===== src/hdl/assert_macros.svh =====
// ----------------------------------------------------------------------------
// assert_macros.svh
// Assertion helpers shared by the generator RTL.
// ----------------------------------------------------------------------------
`ifndef ASSERT_MACROS_SVH
`define ASSERT_MACROS_SVH

`ifndef NO_ASSERTIONS

// Property must hold at every clock edge out of reset
`define MWC_ASSERT(lbl, clk, rstn, prop) \
    lbl: assert property (@(posedge clk) disable iff (!rstn) prop) \
        else $error("assertion failed");

// Expression must never be true out of reset
`define MWC_ASSERT_NEVER(lbl, clk, rstn, expr) \
    lbl: assert property (@(posedge clk) disable iff (!rstn) !(expr)) \
        else $error("forbidden condition seen");

`else

`define MWC_ASSERT(lbl, clk, rstn, prop)
`define MWC_ASSERT_NEVER(lbl, clk, rstn, expr)

`endif

`endif


===== src/hdl/mwc_pkg.sv =====
// ----------------------------------------------------------------------------
// mwc_pkg
// Opcodes, generator constants and controller/datapath interface types.
// ----------------------------------------------------------------------------
package mwc_pkg;

    // Operation codes
    localparam logic [1:0] OP_SEED  = 2'd0;
    localparam logic [1:0] OP_NEXT  = 2'd1;
    localparam logic [1:0] OP_RANGE = 2'd2;
    localparam logic [1:0] OP_NONE  = 2'd3;

    // Generator weights and seeding multiplier
    localparam logic [31:0] MWC_M3    = 32'd2111111111;
    localparam logic [31:0] MWC_M2    = 32'd1492;
    localparam logic [31:0] MWC_M1    = 32'd1776;
    localparam logic [31:0] MWC_M0    = 32'd5115;
    localparam logic [31:0] SEED_MULT = 32'd29943829;
    localparam logic [31:0] RANGE_ERR = 32'h8000_0000;

    localparam int WARMUP_STEPS_DEF = 19;

    // Multiplier operand selection
    localparam logic [2:0] SEL_M3   = 3'd0;
    localparam logic [2:0] SEL_M2   = 3'd1;
    localparam logic [2:0] SEL_M1   = 3'd2;
    localparam logic [2:0] SEL_M0   = 3'd3;
    localparam logic [2:0] SEL_SEED = 3'd4;
    localparam logic [2:0] SEL_SPAN = 3'd5;

    // Controller to datapath commands
    typedef struct packed {
        logic       latch_in;
        logic       load_seed;
        logic       seed_zero;
        logic       mix;
        logic       mul_en;
        logic [2:0] mul_sel;
        logic       acc_init;
        logic       acc_add;
        logic       commit;
        logic       load_out;
    } mwc_cmd_t;

    // Datapath to controller status
    typedef struct packed {
        logic [1:0] op;
        logic       range_empty;
        logic       range_rev;
        logic       out_free;
    } mwc_stat_t;

endpackage


===== src/hdl/multiply_with_carry_prng_core.sv =====
// ----------------------------------------------------------------------------
// multiply_with_carry_prng_core
// Multiply-with-carry random generator: seed, raw word and ranged integer.
// ----------------------------------------------------------------------------
// Usage:
//   Input channel (in_valid/in_ready) carries opcode, seed_value, range_low
//   and range_high. Output channel (out_valid/out_ready) carries random_word,
//   ranged_value and range_error. A seed item and opcode 3 give no result.
// Sequence from accept to result register loaded:
//   next word        : decode, generator step, emit
//   ranged integer   : decode, generator step, span product, emit
//   empty/reversed   : decode, emit; no generator step
//   seed             : decode, load, seeding shifts, warm-up steps; no result
//   One item is in work at a time; no new item is accepted until the last
//   one is done. Each step is four products through a single shared 32x32
//   multiplier plus a commit.
// Reset: the controller seeds the generator with zero and runs the warm-up
//   with in_ready low.
// Stall: the result sits in an output register; the next item is accepted
//   while it waits, and that item's result is held back until the register
//   is taken.
// ----------------------------------------------------------------------------
module multiply_with_carry_prng_core
#(
    parameter int WARMUP_STEPS = mwc_pkg::WARMUP_STEPS_DEF
)
(
    input  logic                clk,
    input  logic                rst_n,
    input  logic                in_valid,
    output logic                in_ready,
    input  logic [1:0]          opcode,
    input  logic signed [31:0]  seed_value,
    input  logic signed [31:0]  range_low,
    input  logic signed [31:0]  range_high,
    output logic                out_valid,
    input  logic                out_ready,
    output logic [31:0]         random_word,
    output logic signed [31:0]  ranged_value,
    output logic                range_error
);

    mwc_pkg::mwc_cmd_t  cmd;
    mwc_pkg::mwc_stat_t stat;

    // Sequencer
    mwc_ctrl #(
        .WARMUP_STEPS (WARMUP_STEPS)
    ) u_ctrl (
        .clk      (clk),
        .rst_n    (rst_n),
        .in_valid (in_valid),
        .in_ready (in_ready),
        .cmd      (cmd),
        .stat     (stat)
    );

    // Datapath
    mwc_dp u_dp (
        .clk          (clk),
        .rst_n        (rst_n),
        .cmd          (cmd),
        .stat         (stat),
        .opcode       (opcode),
        .seed_value   (seed_value),
        .range_low    (range_low),
        .range_high   (range_high),
        .out_valid    (out_valid),
        .out_ready    (out_ready),
        .random_word  (random_word),
        .ranged_value (ranged_value),
        .range_error  (range_error)
    );

endmodule


===== src/hdl/mwc_dp.sv =====
// ----------------------------------------------------------------------------
// mwc_dp
// Generator state, shared 32x32 multiplier, 64-bit accumulator, output register.
// ----------------------------------------------------------------------------
`include "assert_macros.svh"

module mwc_dp
(
    input  logic                clk,
    input  logic                rst_n,
    input  mwc_pkg::mwc_cmd_t   cmd,
    output mwc_pkg::mwc_stat_t  stat,
    input  logic [1:0]          opcode,
    input  logic signed [31:0]  seed_value,
    input  logic signed [31:0]  range_low,
    input  logic signed [31:0]  range_high,
    output logic                out_valid,
    input  logic                out_ready,
    output logic [31:0]         random_word,
    output logic signed [31:0]  ranged_value,
    output logic                range_error
);

    // Latched item
    logic [1:0]  op_reg;
    logic [31:0] seed_reg;
    logic [31:0] lo_reg;
    logic [31:0] hi_reg;

    // Generator state
    logic [31:0] h0_reg, h1_reg, h2_reg, h3_reg, carry_reg;

    // Arithmetic
    logic [63:0] prod_reg;
    logic [63:0] acc_reg;
    logic [31:0] mul_a, mul_b;
    logic [63:0] mul_full;
    logic [63:0] sum;
    logic [31:0] span;
    logic [31:0] seed_next;

    // Output register
    logic        out_valid_reg;
    logic [31:0] word_reg;
    logic [31:0] ranged_reg;
    logic        err_reg;
    logic [31:0] word_next;
    logic [31:0] ranged_next;

    assign span      = hi_reg - lo_reg;
    assign sum       = acc_reg + prod_reg;
    assign seed_next = mul_full[31:0] - 32'd1;

    // Multiplier operand mux
    always_comb
    begin
        case (cmd.mul_sel)
            mwc_pkg::SEL_M3:   begin mul_a = h3_reg;    mul_b = mwc_pkg::MWC_M3;    end
            mwc_pkg::SEL_M2:   begin mul_a = h2_reg;    mul_b = mwc_pkg::MWC_M2;    end
            mwc_pkg::SEL_M1:   begin mul_a = h1_reg;    mul_b = mwc_pkg::MWC_M1;    end
            mwc_pkg::SEL_M0:   begin mul_a = h0_reg;    mul_b = mwc_pkg::MWC_M0;    end
            mwc_pkg::SEL_SEED: begin mul_a = carry_reg; mul_b = mwc_pkg::SEED_MULT; end
            mwc_pkg::SEL_SPAN: begin mul_a = span;      mul_b = h0_reg;             end
            default:           begin mul_a = '0;        mul_b = '0;                 end
        endcase
    end

    assign mul_full = {32'd0, mul_a} * {32'd0, mul_b};

    // Item capture
    always_ff @(posedge clk)
    begin
        if (cmd.latch_in)
        begin
            op_reg   <= opcode;
            seed_reg <= seed_value;
            lo_reg   <= range_low;
            hi_reg   <= range_high;
        end
    end

    // Product and accumulator
    always_ff @(posedge clk)
    begin
        if (cmd.mul_en)
            prod_reg <= mul_full;
        if (cmd.acc_init)
            acc_reg <= {32'd0, carry_reg};
        else if (cmd.acc_add)
            acc_reg <= sum;
    end

    // Generator state: seed load, seeding shift, step commit
    always_ff @(posedge clk)
    begin
        if (cmd.load_seed)
        begin
            carry_reg <= cmd.seed_zero ? 32'd0 : seed_reg;
        end
        else if (cmd.mix)
        begin
            // after five shifts h0..h3, carry hold the five values in order
            h0_reg    <= h1_reg;
            h1_reg    <= h2_reg;
            h2_reg    <= h3_reg;
            h3_reg    <= carry_reg;
            carry_reg <= seed_next;
        end
        else if (cmd.commit)
        begin
            h3_reg    <= h2_reg;
            h2_reg    <= h1_reg;
            h1_reg    <= h0_reg;
            h0_reg    <= sum[31:0];
            carry_reg <= sum[63:32];
        end
    end

    // Result selection
    always_comb
    begin
        word_next   = 32'd0;
        ranged_next = 32'd0;
        if (op_reg == mwc_pkg::OP_NEXT)
        begin
            word_next = h0_reg;
        end
        else if (stat.range_rev)
        begin
            ranged_next = mwc_pkg::RANGE_ERR;
        end
        else if (stat.range_empty)
        begin
            ranged_next = lo_reg;
        end
        else
        begin
            word_next   = h0_reg;
            ranged_next = lo_reg + prod_reg[63:32];
        end
    end

    // Output register
    always_ff @(posedge clk or negedge rst_n)
    begin
        if (!rst_n)
            out_valid_reg <= 1'b0;
        else if (cmd.load_out)
            out_valid_reg <= 1'b1;
        else if (out_ready)
            out_valid_reg <= 1'b0;
    end

    always_ff @(posedge clk)
    begin
        if (cmd.load_out)
        begin
            word_reg   <= word_next;
            ranged_reg <= ranged_next;
            err_reg    <= (op_reg == mwc_pkg::OP_RANGE) && stat.range_rev;
        end
    end

    assign stat.op          = op_reg;
    assign stat.range_empty = (hi_reg == lo_reg);
    assign stat.range_rev   = ($signed(hi_reg) < $signed(lo_reg));
    assign stat.out_free    = !out_valid_reg || out_ready;

    assign out_valid    = out_valid_reg;
    assign random_word  = word_reg;
    assign ranged_value = ranged_reg;
    assign range_error  = err_reg;

    // Checks
    `MWC_ASSERT_NEVER(a_load_busy, clk, rst_n, cmd.load_out && out_valid_reg && !out_ready)
    `MWC_ASSERT_NEVER(a_mix_commit, clk, rst_n, cmd.mix && cmd.commit)
    `MWC_ASSERT(a_load_valid, clk, rst_n, cmd.load_out |=> out_valid_reg)

endmodule


===== src/hdl/mwc_ctrl.sv =====
// ----------------------------------------------------------------------------
// mwc_ctrl
// Sequencer for seeding, warm-up, generator steps and result hand-off.
// ----------------------------------------------------------------------------
`include "assert_macros.svh"

module mwc_ctrl
#(
    parameter int WARMUP_STEPS = mwc_pkg::WARMUP_STEPS_DEF
)
(
    input  logic                clk,
    input  logic                rst_n,
    input  logic                in_valid,
    output logic                in_ready,
    output mwc_pkg::mwc_cmd_t   cmd,
    input  mwc_pkg::mwc_stat_t  stat
);

    localparam int WCW = $clog2(WARMUP_STEPS + 2);

    localparam logic [2:0] S_INIT      = 3'd0;
    localparam logic [2:0] S_IDLE      = 3'd1;
    localparam logic [2:0] S_DECODE    = 3'd2;
    localparam logic [2:0] S_SEED_LOAD = 3'd3;
    localparam logic [2:0] S_SEED_MIX  = 3'd4;
    localparam logic [2:0] S_STEP      = 3'd5;
    localparam logic [2:0] S_RANGE_MUL = 3'd6;
    localparam logic [2:0] S_EMIT      = 3'd7;

    localparam logic [2:0] LAST_PHASE = 3'd4;

    logic [2:0]     state_reg, state_next;
    logic [2:0]     phase_reg, phase_next;
    logic [WCW-1:0] warm_cnt_reg, warm_cnt_next;
    logic           warm_reg, warm_next;

    always_ff @(posedge clk or negedge rst_n)
    begin
        if (!rst_n)
        begin
            state_reg    <= S_INIT;
            phase_reg    <= '0;
            warm_cnt_reg <= '0;
            warm_reg     <= 1'b0;
        end
        else
        begin
            state_reg    <= state_next;
            phase_reg    <= phase_next;
            warm_cnt_reg <= warm_cnt_next;
            warm_reg     <= warm_next;
        end
    end

    assign in_ready = (state_reg == S_IDLE);

    // Next state and commands
    always_comb
    begin
        state_next    = state_reg;
        phase_next    = phase_reg;
        warm_cnt_next = warm_cnt_reg;
        warm_next     = warm_reg;
        cmd           = '0;
        cmd.mul_sel   = mwc_pkg::SEL_M3;

        unique case (state_reg)
            S_INIT:
            begin
                // reset state is the generator seeded with zero
                cmd.load_seed = 1'b1;
                cmd.seed_zero = 1'b1;
                phase_next    = '0;
                state_next    = S_SEED_MIX;
            end
            S_IDLE:
            begin
                if (in_valid)
                begin
                    cmd.latch_in = 1'b1;
                    state_next   = S_DECODE;
                end
            end
            S_DECODE:
            begin
                phase_next = '0;
                unique case (stat.op)
                    mwc_pkg::OP_SEED:  state_next = S_SEED_LOAD;
                    mwc_pkg::OP_NEXT:  state_next = S_STEP;
                    mwc_pkg::OP_RANGE:
                        state_next = (stat.range_empty || stat.range_rev) ? S_EMIT : S_STEP;
                    mwc_pkg::OP_NONE:  state_next = S_IDLE;
                endcase
            end
            S_SEED_LOAD:
            begin
                cmd.load_seed = 1'b1;
                phase_next    = '0;
                state_next    = S_SEED_MIX;
            end
            S_SEED_MIX:
            begin
                cmd.mix     = 1'b1;
                cmd.mul_sel = mwc_pkg::SEL_SEED;
                if (phase_reg == LAST_PHASE)
                begin
                    phase_next    = '0;
                    warm_cnt_next = WCW'(WARMUP_STEPS);
                    if (WARMUP_STEPS == 0)
                    begin
                        state_next = S_IDLE;
                    end
                    else
                    begin
                        warm_next  = 1'b1;
                        state_next = S_STEP;
                    end
                end
                else
                begin
                    phase_next = phase_reg + 3'd1;
                end
            end
            S_STEP:
            begin
                if (phase_reg == LAST_PHASE)
                begin
                    cmd.commit = 1'b1;
                    phase_next = '0;
                    if (warm_reg)
                    begin
                        if (warm_cnt_reg == WCW'(1))
                        begin
                            warm_next  = 1'b0;
                            state_next = S_IDLE;
                        end
                        warm_cnt_next = warm_cnt_reg - WCW'(1);
                    end
                    else if (stat.op == mwc_pkg::OP_RANGE)
                    begin
                        state_next = S_RANGE_MUL;
                    end
                    else
                    begin
                        state_next = S_EMIT;
                    end
                end
                else
                begin
                    // one weighted product per cycle, summed in the following cycle
                    cmd.mul_en   = 1'b1;
                    cmd.acc_init = (phase_reg == 3'd0);
                    cmd.acc_add  = (phase_reg != 3'd0);
                    case (phase_reg)
                        3'd0:    cmd.mul_sel = mwc_pkg::SEL_M3;
                        3'd1:    cmd.mul_sel = mwc_pkg::SEL_M2;
                        3'd2:    cmd.mul_sel = mwc_pkg::SEL_M1;
                        default: cmd.mul_sel = mwc_pkg::SEL_M0;
                    endcase
                    phase_next = phase_reg + 3'd1;
                end
            end
            S_RANGE_MUL:
            begin
                cmd.mul_en  = 1'b1;
                cmd.mul_sel = mwc_pkg::SEL_SPAN;
                state_next  = S_EMIT;
            end
            S_EMIT:
            begin
                if (stat.out_free)
                begin
                    cmd.load_out = 1'b1;
                    state_next   = S_IDLE;
                end
            end
        endcase
    end

    // Checks
    `MWC_ASSERT(a_accept_decode, clk, rst_n, (in_valid && in_ready) |=> (state_reg == S_DECODE))
    `MWC_ASSERT_NEVER(a_phase_range, clk, rst_n, phase_reg > LAST_PHASE)
    `MWC_ASSERT_NEVER(a_warm_emit, clk, rst_n, warm_reg && cmd.load_out)

endmodule


===== config.mk =====
export PLATFORM = sky130hd
export DESIGN_NAME = multiply_with_carry_prng_core
export DESIGN_NICKNAME = d
export VERILOG_FILES = /design/src/hdl/mwc_pkg.sv /design/src/hdl/multiply_with_carry_prng_core.sv /design/src/hdl/mwc_dp.sv /design/src/hdl/mwc_ctrl.sv
export VERILOG_INCLUDE_DIRS = /design/src /design/src/hdl
export SDC_FILE = /design/constraint.sdc
export NUM_CORES = 2
export LEC_CHECK = 0
export ABC_AREA = 1
export BUFFER_PORTS_ARGS = -buffer_cell sky130_fd_sc_hd__buf_4
export CAP_MARGIN = 15
export CORE_MARGIN = 2
export CORE_UTILIZATION = 66
export CTS_BUF_LIST = sky130_fd_sc_hd__clkbuf_8 sky130_fd_sc_hd__clkbuf_16
export DETAILED_ROUTE_END_ITERATION = 16
export GPL_TIMING_DRIVEN = 0
export HOLD_SLACK_MARGIN = 0.1
export PLACE_DENSITY = 0.94
export SLEW_MARGIN = 10
export SYNTH_ARGS = -nofsm -noshare
export SYNTH_HDL_FRONTEND = slang
export SYNTH_SLANG_ARGS = --single-unit

===== constraint.sdc =====
create_clock -name clk -period 11.4 [get_ports clk]
set_input_delay 1.71 -clock clk [delete_from_list [all_inputs] [get_ports clk]]
set_output_delay 1.71 -clock clk [all_outputs]
set_load 0.1 [all_outputs]

==> metrics <==
Slew HR 7.92%; synth warn 0; syn_nets 8944; dominant cell type by area after synthesis fa_1; Global Route Usage Sum 50.9%; Post-synth ARST share 2.80%; global-route wire length before repair 351 mm; syn_area_per_cell 8.16 sq um; Commonest cells post-synth nand2_1, inv_1, fa_1; Post-Synth Simple-Gate Area 19.2%; clock slew at reported path FFs 0.07 ns; CP startpoint kind register; Die H 309 microns; worst hold slack 0.519 ns; wire per inst 26.7 microns; Clock Sinks 464; worst hold path depth 2; Slowest-stage cell, CP o21ai_1; Period minus WS final 11.32 ns; area share of the largest cell type after synthesis 29.2%; crit path DAT 11.66 ns; Final setup violation count 0; GRT overflow 0; Post-Syn Instances 7544; Worst Path Required 11.74 ns; main flop type after synthesis edfxtp_1; status finished, final reports clean; later-pin clock latency in the skew report 0.65 ns; Core ar. 92900 sq um; Fin. Hold Viols 0; Critical Path Max Stage Delay 1.19 ns; min-delay src u_dp.acc_reg[55]$_SDFFE_PP0P_; CP delay by family, top adder cells; vias in the first global route 55800; Netlist cell types 63; Worst Path Buf+Inv 7; area grow syn2layout 7.84%; root buf cell clkbuf_16; RSZ-0062 raised after global routing no; Initial Util 66.2%; via count 57400; DRC viols 0; largest family of logic cells by synthesized area adder cells; Layout Nets 9182; CTS H-tree lvls 2; TritonCTS clock tree yes; Post-Route WL 242 mm; cell mode on critical path fa_1; Iteration-0 DRC Markers 8663; Highest Clock Rate 0.0883 GHz; Die ar. 95700 sq um; worst hold endpoint u_dp.acc_reg[55]$_SDFFE_PP0P_; Adder-Cell Fraction of Synth Area 37.4%; top-count cell post-synth nand2_1; # rows 112; Worst-Margin Slew 1.38 ns; period utilisation layout 99.3%; FF-to-FF path depth 31; Pre-Repair DR Iteration Count 10; crit path capture type register; Clock Skew 0.0493 ns; crit path max fanout 10; initial antenna violation count 20; largest net degree at the start of global routing 59; Critical R2R Capture u_dp.prod_reg[60]$_DFFE_PP_; post-route ant nets 0; Core Util, Final 71.4%; HP Class reg -> reg; number of synthesized register bits 464; layout cells sized above 1 6.09%; chip width 309 microns; sequential area share after synthesis 22.0%; # port buffers 168; critical path class reg -> reg; Max Cap Viol 0; register-to-register setup slack 0.08 ns; max-slew violations 0; worst reg2reg startpoint u_ctrl.state_reg[0]$_DFFE_PN0P_; mux cell area share after synthesis 0%; setup_tns 0 ns; CTS buffer count 46; XOR/XNOR Fraction of Synth Area 1.51%; I/O pins 169; Area contributors post-synth fa_1, edfxtp_1, nand2_1; fin worst setup slack 0.0787 ns; EDFF count, synth 419; clock buffer depth 3; vias per cell 6.32; Compound-Gate Fraction of Synth Area 8.25%; synthesized area 61500 sq um; pre-CTS setup slack -0.877 ns; Final HPWL DP 199 mm; gp weighted congestion 1.13
## cell type report
type	count	area, sq um
multi-input cells	5198	40900
inverters	1643	6170
fillers	7259	26500
flip-flops and latches	464	13500
well taps	1254	1570
clock inverters	39	335
repair buffers	191	1600
plain buffers	238	1050
diodes	11	27.5
clock buffers	46	1150
## routing by layer
| metal | routed length, microns | GRT usage [%] | part of all wire (%) | up-vias |
|---|---|---|---|---|
| met2 | 95700 | 69.6 | 39 | 5145 |
| met1 | 81500 | 63.1 | 34 | 27000 |
| met3 | 42400 | 24.2 | 17 | 1389 |
| met5 | 344 | 0 | 0.14 | - |
| li1 | - | - | - | 23800 |
| met4 | 22500 | 36.4 | 9.3 | 30 |
## logic make-up after synthesis
| family | Yosys count |
|---|---|
| xor+xnor | 106 |
| fa+ha+maj | 1298 |
| buf+inv | 1883 |
| flops | 464 |
| simple gates | 2918 |
| compound gates | 875 |
## through the flow
| step | cell area, sq um | std cells |
|---|---|---|
| after floorplan | 61500 | 7544 |
| after global placement | 64400 | 8966 |
| after detailed placement | 64700 | 8981 |
| after CTS | 66200 | 9067 |
| after global routing | 66300 | 9074 |
| final | 66400 | 9084 |
## tightest hold or removal path: stages, from the launching register on
cell,delay [ns]
dfxtp_1,0.33
o211ai_1,0.10
inv_1,0.06
## how the worst max path moves through the flow
stage                                          from                      endpoint  cells past startpoint
CTS                        u_dp.lo_reg[2]$_DFFE_PP_  u_dp.carry_reg[29]$_DFFE_PP_                     45
finish              u_ctrl.state_reg[0]$_DFFE_PN0P_   u_dp.prod_reg[60]$_DFFE_PP_                     31
global route        u_ctrl.phase_reg[0]$_DFFE_PN0P_   u_dp.prod_reg[51]$_DFFE_PP_                     42
floorplan           u_ctrl.phase_reg[0]$_DFFE_PN0P_   u_dp.prod_reg[58]$_DFFE_PP_                     43
detailed placement  u_ctrl.phase_reg[0]$_DFFE_PN0P_  u_dp.carry_reg[29]$_DFFE_PP_                     47
global placement    u_ctrl.phase_reg[0]$_DFFE_PN0P_  u_dp.carry_reg[29]$_DFFE_PP_                     48
## timing repair
item / CTS / global route
pin swaps: 1 / 2
hold buffers: 0 / 0
buffers inserted: 0 / 4
gates resized for setup: 4 / 27
cloned: 1 / 0
endpoints found under the setup margin: 37 / 37
## layout by cell type, fill, tap and decap left out, drive strengths merged, types with 4 or more instances in the layout
master	Yosys	routed
a21boi	8	8
edfxtp	419	419
o2111a	8	8
xor2	61	61
nand3b	11	11
clkbuf	131	180
dfxtp	32	32
a21o	26	26
inv	1640	1651
o31ai	4	4
nand3	249	249
diode	0	11
nand4	58	58
xnor2	45	45
a211oi	25	25
clkinvlp	0	4
o21bai	30	30
o2111ai	9	9
fa	899	899
nor3	40	40
a221oi	8	8
ha	399	399
nand2	1727	1727
and2	4	4
dfrtp	13	13
or2	17	17
a31o	4	4
clkinv	3	24
o211ai	38	38
nor4	10	10
o22ai	15	15
a21oi	271	271
o21a	24	24
a31oi	42	42
nor2	793	794
o21ai	340	340
nor3b	7	7
buf	109	295
a22oi	14	14
Power is not shown: default switching activity piles up to over one toggle a cycle in this logic, so the estimate is an artifact.
